## src/sv/apa_pkg.sv

```systemverilog
`timescale 1ns / 1ps
// apa_pkg: shared types, Q24 constants and rounding multiply for the atan2 pipeline
// no dependencies

package apa_pkg;

  localparam int QF    = 24;   // internal fraction bits
  localparam int QBITS = 23;   // quotient bits, |u| <= tan(pi/8) in Q24

  localparam logic [25:0] TAN_3PI8_Q = 26'd40503782;
  localparam logic [22:0] TAN_PI8_Q  = 23'd6949350;

  localparam logic signed [27:0] PI4_Q    = 28'sd13176795;
  localparam logic signed [27:0] PI2_Q    = 28'sd26353589;
  localparam logic signed [27:0] PI_Q     = 28'sd52707179;
  localparam logic signed [28:0] TWO_PI_Q = 29'sd105414357;

  typedef logic signed [25:0] q_t;

  localparam q_t C9_Q = 26'sd1351194;
  localparam q_t C7_Q = 26'sd2328289;
  localparam q_t C5_Q = 26'sd3351704;
  localparam q_t C3_Q = 26'sd5592341;

  // reduction region of the folded ratio ay/ax
  localparam logic [1:0] RGN_LOW  = 2'd0;
  localparam logic [1:0] RGN_MID  = 2'd1;
  localparam logic [1:0] RGN_HIGH = 2'd2;

  typedef struct packed {
    logic       xz;
    logic       yz;
    logic       yneg;
    logic       xneg;
    logic [1:0] rgn;
  } side_t;

  // floor(a*b / 2^24 + 1/2)
  function automatic q_t mulq(input q_t a, input q_t b);
    logic signed [51:0] pr;
    pr = a * b + 52'sd8388608;
    return pr[49:24];
  endfunction

endpackage

```

## src/sv/apa_prep.sv

```systemverilog
`timescale 1ns / 1ps
// apa_prep: quadrant fold, region select by cross products, divider operands
// depends on apa_pkg

module apa_prep #(
  parameter int W = 16
) (
  input  logic                clk,
  input  logic [2:0]          ld,
  input  logic signed [W-1:0] y,
  input  logic signed [W-1:0] x,
  output logic [W+23:0]       num,
  output logic [W:0]          den,
  output logic                uneg,
  output apa_pkg::side_t      side
);
  import apa_pkg::*;

  logic [W-1:0]  ay0_r, ax0_r, ay1_r, ax1_r;
  side_t         sd0_r, sd1_r, sd2_r, sd2_nxt;
  logic [W+25:0] p3_r;
  logic [W+22:0] p1_r;
  logic [W+23:0] num_r, num_nxt;
  logic [W:0]    den_r, den_nxt;
  logic          uneg_r, uneg_nxt;
  logic [1:0]    rgn_nxt;
  logic [W+25:0] lhs;

  always_ff @(posedge clk) begin
    if (ld[0]) begin
      ay0_r     <= y[W-1] ? W'(-y) : W'(y);
      ax0_r     <= x[W-1] ? W'(-x) : W'(x);
      sd0_r.xz   <= (x == '0);
      sd0_r.yz   <= (y == '0);
      sd0_r.yneg <= y[W-1];
      sd0_r.xneg <= x[W-1];
      sd0_r.rgn  <= RGN_LOW;
    end
    if (ld[1]) begin
      ay1_r <= ay0_r;
      ax1_r <= ax0_r;
      p3_r  <= TAN_3PI8_Q * ax0_r;
      p1_r  <= TAN_PI8_Q * ax0_r;
      sd1_r <= sd0_r;
    end
    if (ld[2]) begin
      num_r  <= num_nxt;
      den_r  <= den_nxt;
      uneg_r <= uneg_nxt;
      sd2_r  <= sd2_nxt;
    end
  end

  always_comb begin
    lhs = {2'b00, ay1_r, 24'b0};
    if (lhs > p3_r) begin
      rgn_nxt  = RGN_HIGH;
      num_nxt  = {ax1_r, 24'b0};
      den_nxt  = {1'b0, ay1_r};
      uneg_nxt = 1'b1;
    end else if (lhs > {3'b000, p1_r}) begin
      rgn_nxt  = RGN_MID;
      den_nxt  = {1'b0, ay1_r} + {1'b0, ax1_r};
      uneg_nxt = (ay1_r < ax1_r);
      num_nxt  = uneg_nxt ? {ax1_r - ay1_r, 24'b0} : {ay1_r - ax1_r, 24'b0};
    end else begin
      rgn_nxt  = RGN_LOW;
      num_nxt  = {ay1_r, 24'b0};
      den_nxt  = {1'b0, ax1_r};
      uneg_nxt = 1'b0;
    end
    sd2_nxt     = sd1_r;
    sd2_nxt.rgn = rgn_nxt;
  end

  assign num  = num_r;
  assign den  = den_r;
  assign uneg = uneg_r;
  assign side = sd2_r;

endmodule

```

## config.mk

```make
export PLATFORM = sky130hd
export DESIGN_NAME = apa_prep
export DESIGN_NICKNAME = d
export VERILOG_FILES = /design/src/sv/apa_pkg.sv /design/src/sv/apa_prep.sv
export SDC_FILE = /design/constraint.sdc
export NUM_CORES = 1
export LEC_CHECK = 0
export ABC_AREA = 1
export BUFFER_PORTS_ARGS = -buffer_cell sky130_fd_sc_hd__buf_2
export CAP_MARGIN = 0
export CORE_ASPECT_RATIO = 1.75
export CORE_MARGIN = 5
export CORE_UTILIZATION = 45
export CTS_BUF_LIST = sky130_fd_sc_hd__clkbuf_4 sky130_fd_sc_hd__clkbuf_8 sky130_fd_sc_hd__clkbuf_16
export CTS_CLUSTER_DIAMETER = 40
export DETAILED_ROUTE_END_ITERATION = 8
export PLACE_DENSITY_LB_ADDON = 0.05
export SLEW_MARGIN = 30
export SYNTH_ARGS = -nofsm -noshare
export SYNTH_HDL_FRONTEND = slang
export SYNTH_SLANG_ARGS = --single-unit
```

## constraint.sdc

```tcl
create_clock -name clk -period 9.7 [get_ports clk]
set_clock_uncertainty 0.05 [all_clocks]
set_input_delay 0.485 -clock clk [delete_from_list [all_inputs] [get_ports clk]]
set_output_delay 0.485 -clock clk [all_outputs]
set_load 0.05 [all_outputs]
```

# [Yosys cells after proc, flatten, opt, wreduce, memory -nomap -nowiden]
# Cells that the tools add are included.
[word_totals] ff_bits=215 word_cells=49
[classes] n_addsub=5 mul=2 order_cmp=3 mux=9 bitwise_logic=1 n_reduce_logical=3
[ops] operator="$mux W40" count=3
[ops] operator="$gt A40 B42 Y1" count=1
[ops] operator="$mul A25 B16 Y41 const A" count=1
[ops] operator="$gt A40 B39 Y1" count=1
[ops] operator="$mul A22 B16 Y38 const A" count=1
[ops] operator="$logic_not A16 Y1" count=2
[ops] operator="$mux W16" count=2
[ops] operator="$neg A16 Y16" count=2
[ops] operator="$sub A16 B16 Y16" count=2
[ops] operator="$mux W15" count=2
[ops] operator="$add A16 B16 Y17" count=1
[ops] operator="$lt A16 B16 Y1" count=1
[ops] operator="$mux W1" count=2
[ops] operator="$reduce_or A2 Y1" count=1
[ops] operator="$not A1 Y1" count=1

# [Logic depth before layout (Yosys ltp)]
[logic_depth] ltp_word=4 mapped_depth=23 depth_no_buf=23

# [Least setup slack after synthesis]
# No wires, ideal clock.
[synth_path] path_kind="reg2reg" from="register ax0_r[4]" to="register p3_r[34], data pin" setup_ns=0.252 arrival_time_ns=4.962 slack_ns=4.435 path_stages_with_launch=19 period_less_slack_ns=5.265 cell_sequence="edfxtp_1 > fa_1 > fa_1 > fa_1 > inv_1 > fa_1 > inv_1 > fa_1 > inv_1 > fa_1 > inv_1 > ha_1 > nand2_1 > o21ai_0 > a21oi_1 > o21bai_1 > nand2_1 > nand3_1 > nand2_1"
[synth_via] elab_chain_len=1
[synth_rtl] item="start: declaration" line="apa_prep.sv:19" source="logic [W-1:0] ay0_r, ax0_r, ay1_r, ax1_r;"
[synth_rtl] item="start signal: assignment" line="apa_prep.sv:32" source="ax0_r <= x[W-1] ? W'(-x) : W'(x);"
[synth_rtl] item="$mul A25 B16 Y41" line="apa_prep.sv:42" source="p3_r <= TAN_3PI8_Q * ax0_r;"
[synth_rtl] item="end signal: assignment" line="apa_prep.sv:42"
[synth_rtl] item="end: declaration" line="apa_prep.sv:21" source="logic [W+25:0] p3_r;"
# Every way passes these cells.
# A chain may end at the register's enable or synchronous reset.

# [Worst setup path after layout]
[layout_path] from="register ax0_r[14]" to="register p3_r[38], data pin"
# The elaborated chain is that of the path after synthesis.

==> results_dict.tcl <==
set metrics [dict create \
    nets 3015 \
    track_usage 0.301 \
    ctsRootBufferMaster "clkbuf_16" \
    path_delay_family "adder cells" \
    dr_wl_met2_um 40500 \
    wl_per_cell_um 23.1 \
    postSynthAreaPerCell_um2 7.91 \
    m1WireLength_um 22300 \
    synth_seq_cells 166 \
    synthAdderAreaFrac 0.321 \
    worstMarginPinSlew_ps 1100 \
    setup_slack_ps 3250 \
    final-max-slew-violation-count 0 \
    cp_common_cell "nand2_1" \
    vias_per_cell 5.25 \
    utilization 0.487 \
    ctsHoldBuffers 0 \
    cts_buffers 17 \
    ys_warn_count 0 \
    post_dp_cell_area_um2 20500 \
    cts_tree "yes" \
    synth_area_um2 19600 \
    worstPathCellList "inv_1, ha_1, xnor2_1, ha_1, or2_2, fa_1, inv_1, fa_1, inv_1, fa_1, fa_1, ha_1, nand2_1, nand2_1, a21oi_1, a21boi_0, nand3_1, nand3_1, nand2_1, nand2_1, nand2_1" \
    period_needed_ps 6450 \
    wirelength_um 72400 \
    slowest_delay_ps 630 \
    area_growth_pct 7.60 \
    numClockSinks 166 \
    dp_hpwl_um 62000 \
    setup_violations 0 \
    antenna_found_initial 0 \
    postRouteAntennaNets 0 \
    drtPass1Iterations 5 \
    final_cell_area_um2 21100 \
    crit_fanout 10 \
    yosys.area_share.simple 0.223 \
    crit_cells 21 \
    period_share 0.665 \
    min_path_type "primary input to register" \
    start_util 0.453 \
    ys_seq_area_frac 0.254 \
    numPortBuffers 75 \
    critPathCaptureType "register" \
    post_cts_buffers 0 \
    r2r_cells 21 \
    diodes 0 \
    crit_arrival_ps 6620 \
    synthMuxAreaShare 0 \
    max_freq_mhz 155 \
    die_h_um 286 \
    crit_buf_inv 3 \
    worstHoldPathCells 1 \
    cap_violations 0 \
    grt_pass1_wl_um 106000 \
    htreeDepth 4 \
    top_layer "met4" \
    drc 0 \
    grt_overflow 0 \
    drt_iter0_drc 869 \
    synth-xor-area-share 0.0308 \
    grt_pass1_vias 17400 \
    grt_max_degree 48 \
    path_clk_slew_ps 90 \
    outcome "finished clean" \
    drive_gt1_frac 0.0539 \
    die_x_um 168 \
    row_count 101 \
    slew_headroom 0.258 \
    vias 16400 \
    nFillCells 4334 \
    synth_top_family_by_area "adder cells" \
    cp-start-kind "register" \
    worstSetupPathType "register to register" \
    die_area_um2 48000 \
    dp_slack_ps 3280 \
    setup_tns_ps 0 \
    crit_slowest_cell "edfxtp_1" \
    synth_compound_area_frac 0.0588 \
    clk_latency_ps 480 \
    syn_inst 2480 \
    cts_resized 0 \
    place.gp.congestion 1.05 \
    cts_buffer_depth 2 \
    wl_met3_um 2050 \
    final-hold-violation-count 0 \
    synthDistinctLibCells 45 \
    core_area_um2 43300 \
    rsz0062_at_grt "no" \
    io_pins 100 \
    cp.required_ps 9870 \
]
-- per-layer routing --
metal,up-vias,track usage
li1,7955,-
met1,7833,0.265
met2,422,0.593
met3,206,0.0285
met4,0,0.254
met5,-,0
-- worst register-to-register path: cells and delay by family (launching register included) --
kind / cells / cell delay, ps
AO/OA/AOI/OAI: 2 / 710
buffers and inverters: 3 / 230
AND/OR/NAND/NOR: 8 / 1480
XOR/XNOR: 1 / 260
adder cells (fa/ha/maj): 7 / 2860
flip-flops: 1 / 630
-- cell usage in the layout (no fill, tap or decap), types with 4 or more instances in the layout --
cell type    n
nor3_1      26
conb_1      24
a21oi_1    100
buf_4        5
o21a_1       6
clkinv_8     6
inv_6        4
inv_2        4
inv_1      491
a21o_1       9
o21bai_1    16
o21ai_0     55
clkbuf_16   17
xor2_1      48
fa_1       122
nand4_1     29
or2_2        7
nor2_1     174
nand3_1    142
xnor2_1     21
nand2_1    663
edfxtp_1   166
buf_2       73
nand2_2      4
ha_1       308
-- final cells by class --
class                   count  area (µm²)  area share
clock buffers              17         425      0.0201
clock inverters            15         191     0.00907
inverters                 496        1860      0.0883
multi-input cells        1789       12500       0.593
flip-flops and latches    166        4980       0.236
well taps                 566         708      0.0335
repair buffers             79         423      0.0200
-- sequential cells by signal, summed over array words and instances (netlist names), 16 cells and up --
register	count
ax0_r	16
ax1_r	16
ay0_r	16
ay1_r	16
den	17
num	16
p1_r	37
p3_r	17
-- final timing paths --
check | slack, ps | to | from
worst max-delay path | 3250 | p3_r[38] | ax0_r[14]
worst min-delay path | 160 | ax0_r[0] | x[0]
worst max register to register | 3250 | p3_r[38] | ax0_r[14]
worst min register to register | 370 | sd1_r[4] | sd0_r[4]
-- cells by family (layout without fill, tap and decap cells) --
logic type	Yosys count	in the layout
fa+ha+maj	430	430
flops	166	166
simple gates	1061	1061
buf+inv	548	607
xor+xnor	69	69
other cells	1	24
compound gates	205	205
-- cell usage after synthesis, drive strengths merged --
library cell  number  share of area
nand2            669           0.13
inv              496          0.095
ha               308           0.20
nor2             174          0.033
edfxtp           166           0.25
nand3            144          0.037
fa               122           0.12
a21oi            102          0.027
o21ai             60          0.016
buf               50          0.017
xor2              48          0.021
nand4             29         0.0092
nor3              27         0.0075
xnor2             21         0.0094
o21bai            17         0.0067
a21o               9         0.0034
or2                7         0.0022
o21a               6         0.0023
and2               4         0.0014
a21boi             3         0.0011
a31oi              3        0.00096
and3               3        0.00096
nor4               3        0.00096
clkbuf             2        0.00038
o211ai             2        0.00076
a211oi             1        0.00038
conb               1        0.00019
nand3b             1        0.00038
o22ai              1        0.00032
o31ai              1        0.00038
-- metrics by stage --
step | std cells | hold WS, ps
4_1_cts | 3127 | 148
2_1_floorplan | 2503 | 350
3_3_place_gp | 3095 | 352
6_report | 3128 | 160
5_1_grt | 3128 | 166
3_5_place_dp | 3095 | 355
Power is not shown: default switching activity piles up to over one toggle a cycle in this logic, so the estimate is an artifact.
