File: src/sv/apa_pkg.sv
`timescale 1ns / 1ps
// apa_pkg: shared types, Q24 constants and rounding multiply for the atan2 pipeline
// no dependencies

package apa_pkg;

  localparam int QF    = 24;   // internal fraction bits
  localparam int QBITS = 23;   // quotient bits, |u| <= tan(pi/8) in Q24

  localparam logic [25:0] TAN_3PI8_Q = 26'd40503782;
  localparam logic [22:0] TAN_PI8_Q  = 23'd6949350;

  localparam logic signed [27:0] PI4_Q    = 28'sd13176795;
  localparam logic signed [27:0] PI2_Q    = 28'sd26353589;
  localparam logic signed [27:0] PI_Q     = 28'sd52707179;
  localparam logic signed [28:0] TWO_PI_Q = 29'sd105414357;

  typedef logic signed [25:0] q_t;

  localparam q_t C9_Q = 26'sd1351194;
  localparam q_t C7_Q = 26'sd2328289;
  localparam q_t C5_Q = 26'sd3351704;
  localparam q_t C3_Q = 26'sd5592341;

  // reduction region of the folded ratio ay/ax
  localparam logic [1:0] RGN_LOW  = 2'd0;
  localparam logic [1:0] RGN_MID  = 2'd1;
  localparam logic [1:0] RGN_HIGH = 2'd2;

  typedef struct packed {
    logic       xz;
    logic       yz;
    logic       yneg;
    logic       xneg;
    logic [1:0] rgn;
  } side_t;

  // floor(a*b / 2^24 + 1/2)
  function automatic q_t mulq(input q_t a, input q_t b);
    logic signed [51:0] pr;
    pr = a * b + 52'sd8388608;
    return pr[49:24];
  endfunction

endpackage

File: src/sv/apa_div.sv
`timescale 1ns / 1ps
// apa_div: pipelined restoring divider, one quotient bit per stage
// depends on apa_pkg

module apa_div #(
  parameter int W = 16
) (
  input  logic                          clk,
  input  logic [apa_pkg::QBITS-1:0]     ld,
  input  logic [W+23:0]                 num,
  input  logic [W:0]                    den,
  input  logic                          uneg,
  input  apa_pkg::side_t                side_in,
  output logic [apa_pkg::QBITS-1:0]     quo,
  output logic                          uneg_out,
  output apa_pkg::side_t                side_out
);
  import apa_pkg::*;

  logic [W+23:0]    rem_r  [QBITS];
  logic [W:0]       den_r  [QBITS];
  logic [QBITS-1:0] q_r    [QBITS];
  logic             uneg_r [QBITS];
  side_t            sd_r   [QBITS];

  for (genvar j = 0; j < QBITS; j++) begin : g_stage
    localparam int B = QBITS - 1 - j;
    logic [W+23:0]    rem_in, trial;
    logic [W:0]       den_in;
    logic [QBITS-1:0] q_in;
    logic             uneg_in;
    side_t            sd_in;
    logic             ge;

    if (j == 0) begin : g_first
      assign rem_in  = num;
      assign den_in  = den;
      assign q_in    = '0;
      assign uneg_in = uneg;
      assign sd_in   = side_in;
    end else begin : g_next
      assign rem_in  = rem_r[j-1];
      assign den_in  = den_r[j-1];
      assign q_in    = q_r[j-1];
      assign uneg_in = uneg_r[j-1];
      assign sd_in   = sd_r[j-1];
    end

    assign trial = (W+24)'(den_in) << B;
    assign ge    = (rem_in >= trial);

    always_ff @(posedge clk) begin
      if (ld[j]) begin
        rem_r[j]  <= ge ? rem_in - trial : rem_in;
        den_r[j]  <= den_in;
        q_r[j]    <= q_in | (QBITS'(ge) << B);
        uneg_r[j] <= uneg_in;
        sd_r[j]   <= sd_in;
      end
    end
  end

  assign quo      = q_r[QBITS-1];
  assign uneg_out = uneg_r[QBITS-1];
  assign side_out = sd_r[QBITS-1];

endmodule

File: config.mk
export PLATFORM = sky130hd
export DESIGN_NAME = apa_div
export DESIGN_NICKNAME = d
export VERILOG_FILES = /design/src/sv/apa_pkg.sv /design/src/sv/apa_div.sv
export SDC_FILE = /design/constraint.sdc
export NUM_CORES = 2
export LEC_CHECK = 0
export BUFFER_PORTS_ARGS = -buffer_cell sky130_fd_sc_hd__buf_4
export CORE_ASPECT_RATIO = 0.6
export CORE_MARGIN = 2
export CORE_UTILIZATION = 55
export CTS_BUF_LIST = sky130_fd_sc_hd__clkbuf_16
export DETAILED_ROUTE_END_ITERATION = 12
export GPL_TIMING_DRIVEN = 0
export PLACE_DENSITY = 0.71
export SETUP_SLACK_MARGIN = 0.05
export SLEW_MARGIN = 20
export SYNTH_ARGS = -nofsm -noshare
export SYNTH_HDL_FRONTEND = slang
export SYNTH_SLANG_ARGS = --single-unit
File: constraint.sdc
create_clock -name clk -period 5.76 [get_ports clk]
set_clock_uncertainty 0.2 [all_clocks]
set_input_delay 0.288 -clock clk [delete_from_list [all_inputs] [get_ports clk]]
set_output_delay 0.288 -clock clk [all_outputs]
set_load 0.01 [all_outputs]
[After elaboration in Yosys (flattened, before gate mapping)]
Memory sizes are Yosys's and may differ from the RTL's.
Cells that the tools add are included.
Operators by class
  reduce and logical (&&, ||, !) cells: 0
  equality and inequality tests: 0
  shifts and indexed selects: 0
  add/subtract/negate cells: 23
  $mul: 0
  order comparisons: 23
  divide/modulo/power cells: 0
  multiplexer cells: 69
  bitwise gates (word level): 22
Operators with widths (count)
  two-way mux 40 bit: 23
  two-way mux 1 bit: 46
  greater-or-equal comparator 40 x 17 -> 1 bit: 1
  greater-or-equal comparator 40 x 18 -> 1 bit: 1
  greater-or-equal comparator 40 x 19 -> 1 bit: 1
  greater-or-equal comparator 40 x 20 -> 1 bit: 1
  greater-or-equal comparator 40 x 21 -> 1 bit: 1
  greater-or-equal comparator 40 x 22 -> 1 bit: 1
  greater-or-equal comparator 40 x 23 -> 1 bit: 1
  greater-or-equal comparator 40 x 24 -> 1 bit: 1
  greater-or-equal comparator 40 x 25 -> 1 bit: 1
  greater-or-equal comparator 40 x 26 -> 1 bit: 1
  greater-or-equal comparator 40 x 27 -> 1 bit: 1
  greater-or-equal comparator 40 x 28 -> 1 bit: 1
  greater-or-equal comparator 40 x 29 -> 1 bit: 1
  greater-or-equal comparator 40 x 30 -> 1 bit: 1
  greater-or-equal comparator 40 x 31 -> 1 bit: 1
  greater-or-equal comparator 40 x 32 -> 1 bit: 1
  greater-or-equal comparator 40 x 33 -> 1 bit: 1
  greater-or-equal comparator 40 x 34 -> 1 bit: 1
  greater-or-equal comparator 40 x 35 -> 1 bit: 1
  greater-or-equal comparator 40 x 36 -> 1 bit: 1
  greater-or-equal comparator 40 x 37 -> 1 bit: 1
  greater-or-equal comparator 40 x 38 -> 1 bit: 1
  other kinds (46): 46
Word-level totals
  memory bits (read-only): 0
  register bits after elaboration: 0
  output and inout port bits: 30
  latch bits: 0
  memories kept: 5
  word-level logic and storage cells: 142
  input port bits: 88
  memory bits (writable): 2001
Memory list
  rem_r: words 23, width 40, read ports 22, clocked after Yosys merged registers in 0, write ports 23, RTL line apa_div.sv:20  | logic [W+23:0] rem_r [QBITS];
  q_r: words 23, width 23, read ports 23, clocked after Yosys merged registers in 0, write ports 23, RTL line apa_div.sv:22  | logic [QBITS-1:0] q_r [QBITS];
  den_r: words 23, width 17, read ports 22, clocked after Yosys merged registers in 0, write ports 23, RTL line apa_div.sv:21  | logic [W:0] den_r [QBITS];
  sd_r: words 23, width 6, read ports 23, clocked after Yosys merged registers in 0, write ports 23, RTL line apa_div.sv:24  | side_t sd_r [QBITS];
  uneg_r: words 23, width 1, read ports 23, clocked after Yosys merged registers in 0, write ports 23, RTL line apa_div.sv:23  | logic uneg_r [QBITS];

[Depth between registers and ports, before layout]
An unclocked memory read counts as a cell.
  depth in word-level cells: 3
  depth in mapped cells: 13
  mapped depth without buffers: 12

[Worst setup path before layout]
No wires, ideal clock.
  path type: flip-flop to flip-flop
  start: memory rem_r[2][161] (netlist name)
  end: memory rem_r[2][227] (netlist name), data pin
  data arrival time: 2.790 ns
  stages on the path, launching flop included: 14
  required time: 5.289 ns
  setup time: 0.271 ns
  period minus slack after synthesis: 3.261 ns
  buffers on the path: 1
  slack: 2.499 ns
  cells stage by stage: edfxtp_1 > inv_1 > ha_1 > inv_1 > fa_1 > a211oi_1 > nor2_1 > o21ai_0 > o31a_1 > nor4_1 > or4_1 > buf_2 > nor4_1 > xor2_1
RTL lines (RTL line)
  from (decl): apa_div.sv:20

==> impl_metrics.env <==
export IMPL_status="finished, final reports clean"
export IMPL_min_path_type="in -> reg"
export IMPL_cp_max_fo=10
export IMPL_yosys_area_top_type_share=0.628
export IMPL_core_area_sq_um=145000
export IMPL_criticalPathCategory="reg -> reg"
export IMPL_grt_pass1_vias=49500
export IMPL_max_stage_delay_ns=0.85
export IMPL_start_util=0.557
export IMPL_drt_pass1_iterations=7
export IMPL_leakagePower_nw=34.0
export IMPL_ys_warn_count=0
export IMPL_yosys_area_top_type="edfxtp_1"
export IMPL_worstSkewPairLatency_ns=0.81
export IMPL_dp_slack_ns=1.12
export IMPL_routed_wl_mm=195
export IMPL_fmaxAchievable_mhz=206
export IMPL_routed_top_layer="met5"
export IMPL_wl_per_cell_um=22.1
export IMPL_grt_start_max_net_pins=87
export IMPL_rsz0062_at_grt="no"
export IMPL_critPathArrivalTime_ns=5.20
export IMPL_dp_hpwl_mm=141
export IMPL_tns_ns=0
export IMPL_num_vias=52900
export IMPL_synthAdderAreaFrac=0.0659
export IMPL_cts_htree_levels=4
export IMPL_slowest_stage="a211oi_1"
export IMPL_grt_overflow_total=0
export IMPL_cts_resized=0
export IMPL_peakVddDrop_mv=0.314
export IMPL_clockBufferDepth=3
export IMPL_antenna_found_initial=6
export IMPL_grt_pass1_wl_mm=300
export IMPL_antenna_left=0
export IMPL_synth_top_family_by_area="simple AND/OR/NAND/NOR gates"
export IMPL_p_per_area_nw_per_um2=454
export IMPL_cts_root_buf="clkbuf_16"
export IMPL_path_clk_slew_ns=0.07
export IMPL_yosysSeqAreaShare=0.628
export IMPL_num_antenna_cells=0
export IMPL_tightest_slew_ns=1.13
export IMPL_syn_nets=6820
export IMPL_met1_length_mm=99.6
export IMPL_fin_crit_ns=4.86
export IMPL_die_h_um=301
export IMPL_slew_headroom=0.245
export IMPL_synth_xor_area_share=0.0555
export IMPL_rows=108
export IMPL_setup_slack_ns=0.904
export IMPL_nNetsFinal=7238
export IMPL_postCtsSetupRepairBufs=0
export IMPL_synth_area_mux_share=0.0129
export IMPL_drc=0
export IMPL_synthFlopType="edfxtp_1"
export IMPL_ys_types=106
export IMPL_synth_area_top_cells="edfxtp_1, ha_1, xor2_1, xnor2_1, inv_1"
export IMPL_syn_area_sq_um=80900
export IMPL_syn_area_per_cell_sq_um=12.8
export IMPL_numCtsBuffers=157
export IMPL_synth_edf_count=1691
export IMPL_gr_usage_all_layers=0.260
export IMPL_synthSimpleGateAreaFrac=0.107
export IMPL_fp_dieW_um=499
export IMPL_via_per_inst=6.01
export IMPL_wl_met3_mm=20.1
export IMPL_crit_required_ns=6.11
export IMPL_synth_seq_cells=1691
export IMPL_setup_viol=0
export IMPL_holdPathStages=2
export IMPL_timing_final_crit_share=0.843
export IMPL_area_growth_pct=12.5
export IMPL_cp_end_kind="register"
export IMPL_final_max_slew_viol_count=0
export IMPL_cts_tree="done"
export IMPL_drv_cap=0
export IMPL_place_congestion=0.936
export IMPL_synth_cells=6319
export IMPL_final_util=0.627
export IMPL_ff2ff_path_depth=13
export IMPL_critPathLaunchType="register"
export IMPL_clock_sinks=1691
export IMPL_die_area_sq_um=150000
export IMPL_initialDrtViolationCount=6155
export IMPL_synthArstFlopShare=0
export IMPL_wl_met2_mm=71.8
export IMPL_num_io_pins=118
export IMPL_port_buffers=117
export IMPL_path_cells="inv_1 > ha_1 > fa_1 > nor2b_1 > o211ai_1 > a21oi_1 > a211oi_1 > o211ai_1 > a2111oi_0 > buf_2 > buf_2 > nor3_1 > xor2_1"
export IMPL_synth_compound_area_frac=0.102
export IMPL_drive_gt1_frac=0.0804
export IMPL_final_hold_violation_count=0
## layout by cell type, fill, tap and decap left out, drive strengths merged, types with 57 or more instances in the layout
master       instances
nand4               71
nand2              426
xor2               266
xnor2              247
o21a                77
o21ai              356
inv                538
nor3               158
mux2                87
ha                 391
nor2b               67
nor4               142
a21o               123
clkbuf             226
buf                162
edfxtp            1691
clkinv              70
nor2               381
dlygate4sd3        140
a21oi              361
or3                 57
nand2b              67
nand3               86
## metrics by stage
stage | total power [mW] | cell area [sq um] | hold slack [ns] | std cells
after CTS | 41.2 | 91000 | 0.00654 | 8790
after global routing | 43.6 | 91000 | 0.0531 | 8791
after floorplan | 26.5 | 80900 | 0.187 | 6319
after global placement | 30.1 | 84200 | 0.201 | 8361
after detailed placement | 30.2 | 84200 | 0.205 | 8363
final | 41.3 | 91000 | 0.0792 | 8791
## worst max-delay path: cells and delay by family, from the launching register on
kind / cells / cell delay [ns]
buffers and inverters: 3 / 0.82
AOI/OAI and AO/OA: 5 / 2.38
xor gates and xnor gates: 1 / 0.17
DFF: 1 / 0.39
adders and majority gates: 2 / 0.43
and+or+nand+nor: 2 / 0.20
## registers in the layout, summed over array words and instances (netlist names)
name	count
rem_r	880
uneg_r	23
sd_r	138
q_r	276
den_r	374
## repair_timing
action / 4_1_cts / 5_1_grt
setup endpoints to repair: 0 / 0
hold buffers: 139 / 1
hold endpoints to repair: 1197 / 82
## synthesized netlist by cell type, types with 36 or more instances
library cell     n
edfxtp_1      1691
nor4_1         139
buf_2           36
o21a_1          77
nor2_1         380
inv_1          505
nand2_1        425
a31oi_1         43
a21oi_1        359
o21bai_1        39
nand4_1         70
nor3_1         154
a211oi_1        40
mux2_2          81
nand3_1         86
a21o_1         123
nor2b_1         66
nand2b_1        65
o21ai_0        350
xnor2_1        247
ha_1           391
clkbuf_1        68
o31ai_1         44
or3_1           57
xor2_1         266
## area by class of cell
| type | count | area [sq um] |
|---|---|---|
| Fill cell | 10800 | 54200 |
| Sequential cell | 1691 | 50800 |
| Multi-Input combinational cell | 4008 | 27800 |
| Clock buffer | 158 | 3950 |
| Tap cell | 1925 | 2410 |
| Timing Repair Buffer | 259 | 2340 |
| Inverter | 509 | 1910 |
| Clock inverter | 130 | 1400 |
| Buffer | 111 | 480 |
## where the power goes
group	leakage (nW)	switching (mW)	internal, mW	total (mW)
clock network	2.65	4.79	5.95	10.7
registers	16.3	1.70	16.5	18.2
logic	15.0	7.29	5.11	12.4
total	34.0	13.8	27.5	41.3
## per-layer routing
layer  track usage  up-vias
met5             0        -
met4        0.0530        4
met3        0.0555      220
met2         0.325     2347
met1         0.451    25900
li1              -    24500
## logic make-up (layout without fill, tap and decap cells)
group,after synthesis,after routing
multiplexers,93,93
buffers and inverters,620,1167
adder cells (fa/ha/maj),413,413
XOR/XNOR,513,513
AO/OA/AOI/OAI,1303,1303
AND/OR/NAND/NOR,1686,1686
flip-flops,1691,1691
## path summary, 6_finish.rpt
path	from	end	slack [ns]
setup / recovery	rem_r[1][130]$_DFFE_PP_	rem_r[1][195]$_DFFE_PP_	0.90
hold / removal	num[12]	rem_r[0][12]$_DFFE_PP_	0.08
setup reg to reg	rem_r[1][130]$_DFFE_PP_	rem_r[1][195]$_DFFE_PP_	0.90
hold reg to reg	sd_r[3][5]$_DFFE_PP_	sd_r[3][11]$_DFFE_PP_	0.20
Power figures use the tool's default switching activity.
